**src/spc_pkg.sv**
```systemverilog
// Shared types and constants for the servo pulse channel block.
package spc_pkg;

    localparam int OP_W      = 2;
    localparam int CH_W      = 3;
    localparam int PCT_W     = 7;
    localparam int PIN_W     = 8;
    localparam int PERIOD_W  = 15;
    localparam int WIDTH_W   = 16;
    localparam int RANGE_W   = 32;
    localparam int CFG_IDX_W = 3;
    localparam int NUM_W     = 23;
    localparam int DEN_W     = 16;

    // Reciprocal of 100 scaled by 2**30; exact for every product below 14 million.
    localparam int RECIP_W     = 24;
    localparam int RECIP_SHIFT = 30;
    localparam logic [RECIP_W-1:0] RECIP_100 = 24'd10737419;

    localparam int CHANNELS_DEF     = 8;
    localparam int PERIOD_TICKS_DEF = 20000;

    localparam logic [RANGE_W-1:0] RANGE_RESET = 32'h0802_03B6;
    localparam logic [WIDTH_W-1:0] WIDTH_RESET = 16'd1500;
    localparam logic [PCT_W-1:0]   PCT_MAX     = 7'd100;

    typedef enum logic [OP_W-1:0] {
        OP_TICK = 2'd0,
        OP_SET  = 2'd1,
        OP_READ = 2'd2,
        OP_NOP  = 2'd3
    } op_t;

    typedef struct packed {
        logic                 hit;
        logic [RANGE_W-1:0]   span_word;
        logic [WIDTH_W-1:0]   width;
    } sel_t;

endpackage

```
**src/spc_cell.sv**
```systemverilog
// One channel cell: range and pulse width registers, pin compare and a chain stage.
module spc_cell #(
    parameter int IDX = 0
) (
    input  logic                           aclk,
    input  logic                           aresetn,
    input  logic                           cfg_wr_en,
    input  logic [spc_pkg::CFG_IDX_W-1:0]  cfg_wr_index,
    input  logic [spc_pkg::RANGE_W-1:0]    cfg_wr_data,
    input  logic                           width_we,
    input  logic [spc_pkg::WIDTH_W-1:0]    width_wdata,
    input  logic [spc_pkg::CH_W-1:0]       sel_ch,
    input  logic [spc_pkg::PERIOD_W-1:0]   count,
    input  spc_pkg::sel_t                  chain_in,
    output spc_pkg::sel_t                  chain_out,
    output logic                           pin
);
    import spc_pkg::*;

    logic [RANGE_W-1:0] range_reg;
    logic [WIDTH_W-1:0] width_reg;
    sel_t               chain_reg;
    sel_t               chain_next;
    logic               hit_me;

    assign hit_me = (int'(sel_ch) == IDX);

    always_comb begin
        if (hit_me) begin
            chain_next.hit       = 1'b1;
            chain_next.span_word = range_reg;
            chain_next.width     = width_reg;
        end else begin
            chain_next = chain_in;
        end
    end

    always_ff @(posedge aclk) begin
        if (!aresetn) begin
            range_reg <= RANGE_RESET;
            width_reg <= WIDTH_RESET;
        end else begin
            if (cfg_wr_en && (int'(cfg_wr_index) == IDX)) begin
                range_reg <= cfg_wr_data;
            end
            if (width_we && hit_me) begin
                width_reg <= width_wdata;
            end
        end
    end

    always_ff @(posedge aclk) begin
        chain_reg <= chain_next;
    end

    assign chain_out = chain_reg;
    assign pin       = ({1'b0, count} < width_reg);

endmodule

```
**src/spc_div.sv**
```systemverilog
// Shared restoring divider, one quotient bit per cycle.
module spc_div (
    input  logic                        aclk,
    input  logic                        aresetn,
    input  logic                        start,
    input  logic [spc_pkg::NUM_W-1:0]   num,
    input  logic [spc_pkg::DEN_W-1:0]   den,
    output logic                        done,
    output logic [spc_pkg::NUM_W-1:0]   quotient
);
    import spc_pkg::*;

    localparam int CNT_W = $clog2(NUM_W);

    logic [DEN_W-1:0] rem_reg;
    logic [DEN_W-1:0] rem_next;
    logic [NUM_W-1:0] quo_reg;
    logic [NUM_W-1:0] quo_next;
    logic [DEN_W-1:0] den_reg;
    logic [CNT_W-1:0] cnt_reg;
    logic             busy_reg;
    logic             done_reg;
    logic [DEN_W:0]   shifted;
    logic [DEN_W+1:0] trial;

    always_comb begin
        shifted = {rem_reg, quo_reg[NUM_W-1]};
        trial   = {1'b0, shifted} - {2'b00, den_reg};
        if (!trial[DEN_W+1]) begin
            rem_next = trial[DEN_W-1:0];
            quo_next = {quo_reg[NUM_W-2:0], 1'b1};
        end else begin
            rem_next = shifted[DEN_W-1:0];
            quo_next = {quo_reg[NUM_W-2:0], 1'b0};
        end
    end

    always_ff @(posedge aclk) begin
        if (!aresetn) begin
            busy_reg <= 1'b0;
            done_reg <= 1'b0;
            cnt_reg  <= '0;
        end else begin
            done_reg <= 1'b0;
            if (start) begin
                busy_reg <= 1'b1;
                cnt_reg  <= '0;
            end else if (busy_reg) begin
                cnt_reg <= cnt_reg + 1'b1;
                if (cnt_reg == CNT_W'(NUM_W - 1)) begin
                    busy_reg <= 1'b0;
                    done_reg <= 1'b1;
                end
            end
        end
    end

    always_ff @(posedge aclk) begin
        if (start) begin
            rem_reg <= '0;
            quo_reg <= num;
            den_reg <= den;
        end else if (busy_reg) begin
            rem_reg <= rem_next;
            quo_reg <= quo_next;
        end
    end

    assign done     = done_reg;
    assign quotient = quo_reg;

endmodule

```
**src/servo_pwm_channels_unit.sv**
```systemverilog
// Top level of the multi-channel servo pulse generator.
// Each channel cell holds a minimum/maximum range and a pulse width in microseconds; a tick
// word advances the period counter and pin_levels shows which pulses are high. A tick or
// no-op word goes straight to delivery, and a new word is taken only once the block is idle
// again. The addressed channel's data walks the cell chain; a set word then maps the percent
// with a multiplication by the reciprocal of 100, while a read word uses a 23-step shared
// divider. A read of a range whose minimum equals its maximum, or a word for a missing
// channel, skips that arithmetic.
// The result sits in an output register, so the next word is taken while it waits; a result
// that is ready while the previous one is still held waits for the output to drain.
// No clearing pass follows reset.
module servo_pwm_channels_unit #(
    parameter int CHANNELS     = spc_pkg::CHANNELS_DEF,
    parameter int PERIOD_TICKS = spc_pkg::PERIOD_TICKS_DEF
) (
    input  logic                           aclk,
    input  logic                           aresetn,
    input  logic                           s_tvalid,
    output logic                           s_tready,
    input  logic [7:0]                     s_tdata,  // percent[6:0], zero pad
    input  logic [4:0]                     s_tuser,  // operation[1:0], channel[4:2]
    output logic                           m_tvalid,
    input  logic                           m_tready,
    output logic [15:0]                    m_tdata,  // pin_levels[7:0], width_percent[14:8]
    input  logic                           cfg_wr_en,
    input  logic [spc_pkg::CFG_IDX_W-1:0]  cfg_wr_index,
    input  logic [spc_pkg::RANGE_W-1:0]    cfg_wr_data
);
    import spc_pkg::*;

    localparam int GC_W = $clog2(CHANNELS + 1);
    localparam logic [PERIOD_W:0] PERIOD_LIM = (PERIOD_W + 1)'(PERIOD_TICKS);

    typedef enum logic [2:0] {
        S_IDLE,
        S_GATHER,
        S_MUL,
        S_SCALE,
        S_DIV,
        S_FINISH,
        S_CAPTURE,
        S_DELIVER
    } state_t;

    state_t              state_reg, state_next;
    op_t                 op_reg, op_next;
    logic [CH_W-1:0]     ch_reg, ch_next;
    logic [PCT_W-1:0]    pct_reg, pct_next;
    logic [PERIOD_W-1:0] count_reg, count_next;
    logic [GC_W-1:0]     gcnt_reg, gcnt_next;
    logic [WIDTH_W-1:0]  mn_reg, mn_next;
    logic                neg_reg, neg_next;
    logic [NUM_W-1:0]    num_reg, num_next;
    logic [DEN_W-1:0]    den_reg, den_next;
    logic [WIDTH_W-1:0]  setq_reg, setq_next;
    logic                div_start_reg, div_start_next;
    logic [PIN_W-1:0]    res_pins_reg, res_pins_next;
    logic [PCT_W-1:0]    res_pct_reg, res_pct_next;
    logic                m_tvalid_reg, m_tvalid_next;
    logic [15:0]         m_tdata_reg, m_tdata_next;

    sel_t                chain [CHANNELS+1];
    logic [CHANNELS-1:0] pins_all;
    logic [PIN_W-1:0]    pins8;

    logic                width_we;
    logic [WIDTH_W-1:0]  width_wdata;
    logic                div_done;
    logic [NUM_W-1:0]    quotient;

    logic [WIDTH_W-1:0]  mn, mx;
    logic [WIDTH_W:0]    span, diff, span_neg, diff_neg;
    logic [DEN_W-1:0]    span_mag, diff_mag;
    logic [PCT_W-1:0]    pct_cl;
    logic [NUM_W-1:0]    set_prod, read_prod;
    logic [NUM_W+RECIP_W-1:0] scale_prod;
    logic [PCT_W-1:0]    read_pct;
    logic                s_fire;

    assign chain[0] = '0;

    for (genvar i = 0; i < CHANNELS; i++) begin : g_cell
        spc_cell #(.IDX(i)) u_cell (
            .aclk        (aclk),
            .aresetn     (aresetn),
            .cfg_wr_en   (cfg_wr_en),
            .cfg_wr_index(cfg_wr_index),
            .cfg_wr_data (cfg_wr_data),
            .width_we    (width_we),
            .width_wdata (width_wdata),
            .sel_ch      (ch_reg),
            .count       (count_reg),
            .chain_in    (chain[i]),
            .chain_out   (chain[i+1]),
            .pin         (pins_all[i])
        );
    end

    for (genvar j = 0; j < PIN_W; j++) begin : g_pin
        if (j < CHANNELS) begin : g_used
            assign pins8[j] = pins_all[j];
        end else begin : g_pad
            assign pins8[j] = 1'b0;
        end
    end

    spc_div u_div (
        .aclk    (aclk),
        .aresetn (aresetn),
        .start   (div_start_reg),
        .num     (num_reg),
        .den     (den_reg),
        .done    (div_done),
        .quotient(quotient)
    );

    // Operand preparation from the word that left the end of the chain.
    always_comb begin
        mn        = chain[CHANNELS].span_word[WIDTH_W-1:0];
        mx        = chain[CHANNELS].span_word[RANGE_W-1:WIDTH_W];
        span      = {1'b0, mx} - {1'b0, mn};
        diff      = {1'b0, chain[CHANNELS].width} - {1'b0, mn};
        span_neg  = -span;
        diff_neg  = -diff;
        span_mag  = span[WIDTH_W] ? span_neg[DEN_W-1:0] : span[DEN_W-1:0];
        diff_mag  = diff[WIDTH_W] ? diff_neg[DEN_W-1:0] : diff[DEN_W-1:0];
        pct_cl    = (pct_reg > PCT_MAX) ? PCT_MAX : pct_reg;
        set_prod  = NUM_W'(span_mag) * NUM_W'(pct_cl);
        read_prod = NUM_W'(diff_mag) * NUM_W'(PCT_MAX);
    end

    // Scaled set quotient, and the read quotient signed back and saturated.
    always_comb begin
        scale_prod  = {{RECIP_W{1'b0}}, num_reg} * {{NUM_W{1'b0}}, RECIP_100};
        width_wdata = neg_reg ? (mn_reg - setq_reg) : (mn_reg + setq_reg);
        if (neg_reg) begin
            read_pct = '0;
        end else if (quotient > NUM_W'(PCT_MAX)) begin
            read_pct = PCT_MAX;
        end else begin
            read_pct = quotient[PCT_W-1:0];
        end
    end

    assign width_we = (state_reg == S_FINISH) && (op_reg == OP_SET);
    assign s_tready = (state_reg == S_IDLE);
    assign s_fire   = s_tvalid && s_tready;

    always_comb begin
        state_next     = state_reg;
        op_next        = op_reg;
        ch_next        = ch_reg;
        pct_next       = pct_reg;
        count_next     = count_reg;
        gcnt_next      = gcnt_reg;
        mn_next        = mn_reg;
        neg_next       = neg_reg;
        num_next       = num_reg;
        den_next       = den_reg;
        setq_next      = setq_reg;
        div_start_next = 1'b0;
        res_pins_next  = res_pins_reg;
        res_pct_next   = res_pct_reg;
        m_tvalid_next  = m_tvalid_reg && !m_tready;
        m_tdata_next   = m_tdata_reg;

        case (state_reg)
            S_IDLE: begin
                if (s_fire) begin
                    op_next      = op_t'(s_tuser[1:0]);
                    ch_next      = s_tuser[4:2];
                    pct_next     = s_tdata[PCT_W-1:0];
                    res_pct_next = '0;
                    gcnt_next    = '0;
                    if (op_t'(s_tuser[1:0]) == OP_SET || op_t'(s_tuser[1:0]) == OP_READ) begin
                        state_next = S_GATHER;
                    end else begin
                        res_pins_next = pins8;
                        if (op_t'(s_tuser[1:0]) == OP_TICK) begin
                            if (({1'b0, count_reg} + 1'b1) >= PERIOD_LIM) begin
                                count_next = '0;
                            end else begin
                                count_next = count_reg + 1'b1;
                            end
                        end
                        state_next = S_DELIVER;
                    end
                end
            end
            S_GATHER: begin
                gcnt_next = gcnt_reg + 1'b1;
                if (gcnt_reg == GC_W'(CHANNELS - 1)) begin
                    state_next = S_MUL;
                end
            end
            S_MUL: begin
                mn_next = mn;
                if (!chain[CHANNELS].hit || (op_reg == OP_READ && span == '0)) begin
                    state_next = S_CAPTURE;
                end else if (op_reg == OP_SET) begin
                    num_next   = set_prod;
                    neg_next   = span[WIDTH_W];
                    state_next = S_SCALE;
                end else begin
                    num_next       = read_prod;
                    den_next       = span_mag;
                    neg_next       = diff[WIDTH_W] ^ span[WIDTH_W];
                    div_start_next = 1'b1;
                    state_next     = S_DIV;
                end
            end
            S_SCALE: begin
                setq_next  = scale_prod[RECIP_SHIFT +: WIDTH_W];
                state_next = S_FINISH;
            end
            S_DIV: begin
                if (div_done) begin
                    state_next = S_FINISH;
                end
            end
            S_FINISH: begin
                if (op_reg == OP_READ) begin
                    res_pct_next = read_pct;
                end
                state_next = S_CAPTURE;
            end
            S_CAPTURE: begin
                res_pins_next = pins8;
                state_next    = S_DELIVER;
            end
            S_DELIVER: begin
                if (!m_tvalid_reg || m_tready) begin
                    m_tvalid_next = 1'b1;
                    m_tdata_next  = {1'b0, res_pct_reg, res_pins_reg};
                    state_next    = S_IDLE;
                end
            end
            default: begin
                state_next = S_IDLE;
            end
        endcase
    end

    always_ff @(posedge aclk) begin
        if (!aresetn) begin
            state_reg     <= S_IDLE;
            count_reg     <= '0;
            gcnt_reg      <= '0;
            div_start_reg <= 1'b0;
            m_tvalid_reg  <= 1'b0;
            m_tdata_reg   <= '0;
        end else begin
            state_reg     <= state_next;
            count_reg     <= count_next;
            gcnt_reg      <= gcnt_next;
            div_start_reg <= div_start_next;
            m_tvalid_reg  <= m_tvalid_next;
            m_tdata_reg   <= m_tdata_next;
        end
    end

    always_ff @(posedge aclk) begin
        op_reg       <= op_next;
        ch_reg       <= ch_next;
        pct_reg      <= pct_next;
        mn_reg       <= mn_next;
        neg_reg      <= neg_next;
        num_reg      <= num_next;
        den_reg      <= den_next;
        setq_reg     <= setq_next;
        res_pins_reg <= res_pins_next;
        res_pct_reg  <= res_pct_next;
    end

    assign m_tvalid = m_tvalid_reg;
    assign m_tdata  = m_tdata_reg;

endmodule

```
**config.mk**
```make
export PLATFORM = sky130hd
export DESIGN_NAME = servo_pwm_channels_unit
export DESIGN_NICKNAME = d
export VERILOG_FILES = /design/src/spc_pkg.sv /design/src/spc_cell.sv /design/src/spc_div.sv /design/src/servo_pwm_channels_unit.sv
export SDC_FILE = /design/constraint.sdc
export NUM_CORES = 2
export LEC_CHECK = 0
export BUFFER_PORTS_ARGS = -buffer_cell sky130_fd_sc_hd__buf_4
export CORE_UTILIZATION = 55
export CTS_CLUSTER_SIZE = 25
export DETAILED_ROUTE_END_ITERATION = 12
export PLACE_DENSITY = 0.74
export SYNTH_ARGS = -nofsm -noshare
export SYNTH_HDL_FRONTEND = slang
export SYNTH_SLANG_ARGS = --single-unit
```
**constraint.sdc**
```tcl
create_clock -name aclk -period 7.15 [get_ports aclk]
set_clock_uncertainty 0.05 [all_clocks]
set_input_delay 0.715 -clock aclk [delete_from_list [all_inputs] [get_ports aclk]]
set_output_delay 0.715 -clock aclk [all_outputs]
set_load 0.005 [all_outputs]
```
Yosys cells after proc, flatten, opt, wreduce, memory -nomap -nowiden

Cells that the tools add are included.

$add $sub $neg: 11
Multiply operators: 3
Order comparisons: 11
Equal/unequal tests: 33
Multiplexer cells: 44
Bitwise logic cells: 7
Reduce and logical (&&, ||, !) cells: 47

Operators with widths:

| operator                 | number |
|---|---|
| $mux W48                 | 7 |
| $lt A15 B16 Y1           | 8 |
| $mux W23                 | 3 |
| $mux W16                 | 4 |
| $mux W49                 | 1 |
| $mul A23 B24 Y46 const B | 1 |
| $eq A3 B3 Y1 const B     | 12 |
| $mux W7                  | 5 |
| $sub A16 B16 Y17         | 2 |
| $neg A16 Y16             | 2 |
| $pmux W3 S8              | 1 |
| $gt A23 B7 Y1 const B    | 1 |
| $mul A16 B7 Y23          | 1 |
| $mul A16 B5 Y21 const B  | 1 |
| $mux W3                  | 7 |
| $logic_and A1 B1 Y1      | 20 |
| $eq A3 B2 Y1 const B     | 6 |
| $sub A17 B16 Y18         | 1 |
| $logic_not A17 Y1        | 1 |
| $add A15 B1 Y16 const B  | 1 |
| $add A16 B16 Y16         | 1 |
| $ge A16 B15 Y1 const B   | 1 |
| $mux W8                  | 2 |
| $pmux W8 S2              | 1 |
| other kinds (29)         | 66 |

Register bits after elaboration: 976
Input port bits: 53
Output and inout port bits: 18
Word-level logic and storage cells: 219

Depth between registers and ports, before layout

Depth in word-level cells: 6
Mapped depth: 32
Gate-level depth less buffers: 32

Hierarchy

A second synthesis with hierarchy kept.

Cells, all modules: 5723
Area total of the unflattened synthesis: 54641.2 um^2

Modules (own cells, without submodules):

| module                           | times used | cells each | area each (um^2) | sequential area each (um^2) |
|---|---|---|---|---|
| servo_pwm_channels_unit          | 1          | 2287       | 21973.6          | 3753.6 |
| spc_cell at g_cell[5].u_cell ... | 2          | 445        | 3683.5           | 1941.9 |
| spc_cell at g_cell[1].u_cell ... | 2          | 357        | 3656.0           | 1941.9 |
| spc_cell at g_cell[3].u_cell     | 1          | 445        | 3673.5           | 1941.9 |
| spc_cell at g_cell[0].u_cell     | 1          | 356        | 3667.3           | 1941.9 |
| spc_cell at g_cell[4].u_cell     | 1          | 357        | 3638.5           | 1941.9 |
| spc_cell at g_cell[7].u_cell     | 1          | 372        | 3634.7           | 1941.9 |
| spc_div                          | 1          | 302        | 3374.5           | 1631.6 |

Least setup slack after synthesis

Ideal clock, no wire load.

Kind: reg-to-reg
From: reg g_cell[7].u_cell.chain_reg, in the netlist g_cell[7].u_cell.chain_out[17]
To: reg num_reg[19] (data pin)
Arrival: 6.929 ns
Slack: -0.097 ns
Stages on the path, launching flop included: 29
Buffers on the path: 0
Cells stage by stage: dfxtp_1 inv_1 ha_1 nor2b_1 o21a_1 o31a_1 or3_1 a2111o_1 nor2_2 nand2_1 o21ai_1 xor2_1 nor2_1 fa_1 fa_1 fa_1 inv_1 fa_1 inv_1 ha_1 a21o_1 a21o_1 or3_1 a211oi_1 nor3_1 a211o_1 a21oi_1 xor2_1 o21ai_0

Cells in the longest elaborated chain, start to end: 5
Elaborated cells on any way between the ends: 9
Classes of those cells: add/sub: 4; mul: 2; mux: 3

Ends and longest elaborated chain:

| element                                                   | RTL line                                                       | RTL |
|---|---|---|
| start: declaration                                        | spc_cell.sv:22                                                 | `sel_t chain_reg;` |
| start signal: assignment                                  | spc_cell.sv:53                                                 | `chain_reg <= chain_next;` |
| $sub A16 B16 Y17, on equally long branches                | servo_pwm_channels_unit.sv:122, servo_pwm_channels_unit.sv:121 |  |
| $neg A16 Y16, on equally long branches                    | servo_pwm_channels_unit.sv:124, servo_pwm_channels_unit.sv:123 |  |
| $mux W16, on equally long branches                        | servo_pwm_channels_unit.sv:126, servo_pwm_channels_unit.sv:125 |  |
| $mul A16 B5 Y21 / $mul A16 B7 Y23 (equally long branches) | servo_pwm_channels_unit.sv:129, servo_pwm_channels_unit.sv:128 |  |
| $mux W23 *                                                | servo_pwm_channels_unit.sv:200                                 | `end else if (op_reg == OP_SET) begin` |
| end signal: assignment                                    | servo_pwm_channels_unit.sv:268                                 | `num_reg <= num_next;` |
| end: declaration                                          | servo_pwm_channels_unit.sv:53                                  | `logic [NUM_W-1:0] num_reg, num_next;` |

Every way passes the cells marked *; elsewhere a longest branch is shown, timed or not.
A chain may end at the register's enable or synchronous reset.

Final worst setup path

Same ends and word-level chain as after synthesis.

==> flow_summary.json <==
{
  "fin_ws_ns": -0.00943,
  "grt_usage_pct": 25.8,
  "routed_wl_mm": 126,
  "synth_fp_nets": 6329,
  "yosysUniqueCellTypes": 78,
  "path_class": "reg -> reg",
  "violations": "setup timing",
  "cpMostUsedCell": "fa_1",
  "slew_viol_final": 0,
  "status": "finished, violations left",
  "fin_nets": 6423,
  "wl_met3_mm": 5.76,
  "antenna_left": 0,
  "route.vias.total": 37858,
  "cap_violations": 0,
  "grt_start_max_net_pins": 214,
  "cts_tree": "done",
  "grt_pass1_wl_mm": 203,
  "critical_path_required_ns": 7.51,
  "synth_cells": 5484,
  "largest_register_ffs": 392,
  "ys_warn_count": 0,
  "synth_seq_cells": 976,
  "cts_buffers": 98,
  "gp_congestion": 0.963,
  "cp.arrival_ns": 7.52,
  "clock_latency_ns": 0.69,
  "dr_wl_met2_mm": 60.7,
  "start_kind": "flop",
  "synth_top_area_share_pct": 31.6,
  "layout_min_cycle_time_ns": 7.16,
  "cts.sinks": 976,
  "core_um2": 95300,
  "htree_num_levels": 3,
  "initial_core_util_pct": 55.8,
  "slew_headroom_pct": 11.9,
  "drc_errors": 0,
  "clock_path_buffers": 3,
  "dieArea_um2": 97900,
  "maxUsedRoutingLayer": "met4",
  "first_iter_violations": 2621,
  "fin_crit_sh_pct": 100,
  "clk_pin_slew_ns": 0.06,
  "tightest_slew_ns": 1.32,
  "path_max_fanout": 4,
  "endpoint_kind": "flop",
  "syn_area_um2": 53100,
  "holdBufCountCts": 0,
  "wl_per_cell_um": 18.2,
  "m1WireLength_mm": 56.1,
  "synth_ff_type": "dfxtp_1",
  "syn_avg_cell_area_um2": 9.69,
  "fmax_ghz": 0.140,
  "utilization_pct": 62.5,
  "row_count": 113,
  "grt_overflow": 0,
  "clockRootBuffer": "clkbuf_16",
  "synth_top_area_cell": "dfxtp_1",
  "fp.dieH_um": 313,
  "grt_antenna_before_repair": 0,
  "async_flop_share_pct": 0,
  "finalHoldViolations": 0,
  "fp.dieW_um": 313,
  "rsz0062_at_grt": "yes",
  "ios": 71,
  "firstDrtPassIters": 6,
  "vias_per_cell": 5.46,
  "layout-drive-gt1-share_pct": 14.8,
  "finalSetupViolations": 1,
  "synth-seq-area-share_pct": 39.4,
  "port_buffers": 68,
  "grt_pass1_vias": 38365,
  "hpwl_mm": 90.2,
  "cp_slowest_stage_delay_ns": 0.54,
  "yosys-top-cells-area": "dfxtp_1 32%, ha_1 12%, fa_1 11%, edfxtp_1 7.8%, mux2_2 6.5%",
  "synth-edff-count": 138,
  "critPathSlowestCell": "fa_1",
  "area_growth_pct": 12.1,
  "hp-class": "in -> reg"
}
==> Yosys cell counts, types with 8 or more instances <==
| cell | n |
|---|---|
| or4_1 | 13 |
| and3_1 | 20 |
| nor4_1 | 12 |
| nand3_1 | 126 |
| xor2_1 | 62 |
| clkbuf_2 | 32 |
| or3_1 | 19 |
| o21ai_0 | 158 |
| nand2_1 | 842 |
| nand2b_1 | 51 |
| a211o_1 | 8 |
| a211oi_1 | 36 |
| o2111ai_1 | 10 |
| mux2_2 | 308 |
| nor3_1 | 52 |
| fa_1 | 279 |
| a21o_1 | 82 |
| buf_1 | 10 |
| dfxtp_1 | 838 |
| and2_1 | 77 |
| a31oi_1 | 22 |
| ha_1 | 513 |
| a21oi_1 | 380 |
| o211ai_1 | 67 |
| nand3b_1 | 9 |
| or2_2 | 18 |
| clkbuf_1 | 208 |
| o31ai_1 | 15 |
| inv_1 | 558 |
| nor2_1 | 234 |
| nand4_1 | 17 |
| o21a_1 | 24 |
| xnor2_1 | 83 |
| nor2b_1 | 49 |
| edfxtp_1 | 138 |
==> cells in the final DEF (no fill, tap or decap), types with 9 or more instances in the layout <==
master,n
mux2_2,308
or2_2,18
nor4_1,12
inv_1,554
nand4_1,17
clkinv_2,19
nand3_1,120
dfxtp_1,835
a211oi_1,34
nor3_1,44
xor2_1,58
fa_1,277
clkbuf_1,20
nor2_1,225
o21a_1,24
xnor2_1,79
or3_1,19
clkbuf_16,101
o211ai_1,67
nor2b_1,46
o2111ai_1,9
and3_1,17
nand2b_1,51
and2_1,76
clkbuf_8,19
a21o_1,81
o21ai_0,152
ha_4,10
nand3b_1,9
a31oi_1,20
nand2_1,840
ha_1,501
a21oi_1,371
o31ai_1,13
or4_1,13
buf_4,240
edfxtp_1,138
a21oi_2,9
==> through the flow <==
stage	setup WS (ns)	cell area (um^2)	setup TNS [ns]	hold slack [ns]	std cells
2_1_floorplan	0.0389	53200	0	0.336	5484
3_3_place_gp	-0.0795	55600	-0.191	0.339	6720
3_5_place_dp	-0.206	55600	-0.930	0.343	6720
4_1_cts	-0.0682	59100	-0.0843	0.126	6910
5_1_grt	-0.328	59600	-1.04	0.143	6925
6_report	-0.00943	59600	-0.00943	0.158	6928
==> path summary, 6_finish.rpt <==
kind	start	to	slack, ns	depth (start not counted)
worst max-delay path	g_cell[7].u_cell.chain_out[17]	num_reg[19]	-0.009	29
worst min-delay path	s_tdata[0]	pct_reg[0]	0.16	1
worst max register to register	g_cell[7].u_cell.chain_out[17]	num_reg[19]	-0.009	29
worst min register to register	g_cell[5].u_cell.chain_out[48]	g_cell[6].u_cell.chain_out[48]	0.35	1
==> layer usage <==
metal  vias to the layer above  global-route usage [%]
met2                       839                    43.9
met1                     18346                    34.3
met5                         -                       0
met3                       186                    2.86
li1                      18487                       -
met4                         0                    8.15
==> repair_timing <==
action,in CTS,in global routing
gates resized for setup,24,62
setup endpoints to repair,9,16
buffers inserted,8,17
pin swaps,34,52
==> kinds of logic after synthesis <==
kind of cell    synth area share [%]
buf+inv                         5.81
compound gates                  10.2
simple gates                    13.0
flops                           39.4
other cells                  0.00706
xor+xnor                        2.42
mux                             6.66
fa+ha+maj                       22.6
==> final cells by class <==
class | instances | area, um^2
Timing Repair Buffer | 245 | 1880
Clock buffer | 140 | 2860
Tap cell | 1265 | 1580
Antenna cell | 3 | 7.51
Inverter | 560 | 2110
Multi-Input combinational cell | 3697 | 29700
Clock inverter | 42 | 490
Sequential cell | 976 | 20900
Fill cell | 7701 | 35700
==> critical path, delay by kind of cell (launching register included) <==
family                   cells  cell delay (ns)
buffers and inverters        4             0.28
AND/OR/NAND/NOR              7             1.22
AO/OA/AOI/OAI               10             2.22
XOR/XNOR                     2             0.41
adder cells (fa/ha/maj)      6             2.37
flip-flops                   1             0.33
Power is left out: the tool's default activity adds up to more than one toggle a clock period on the data nets, which glitch-free logic cannot reach.
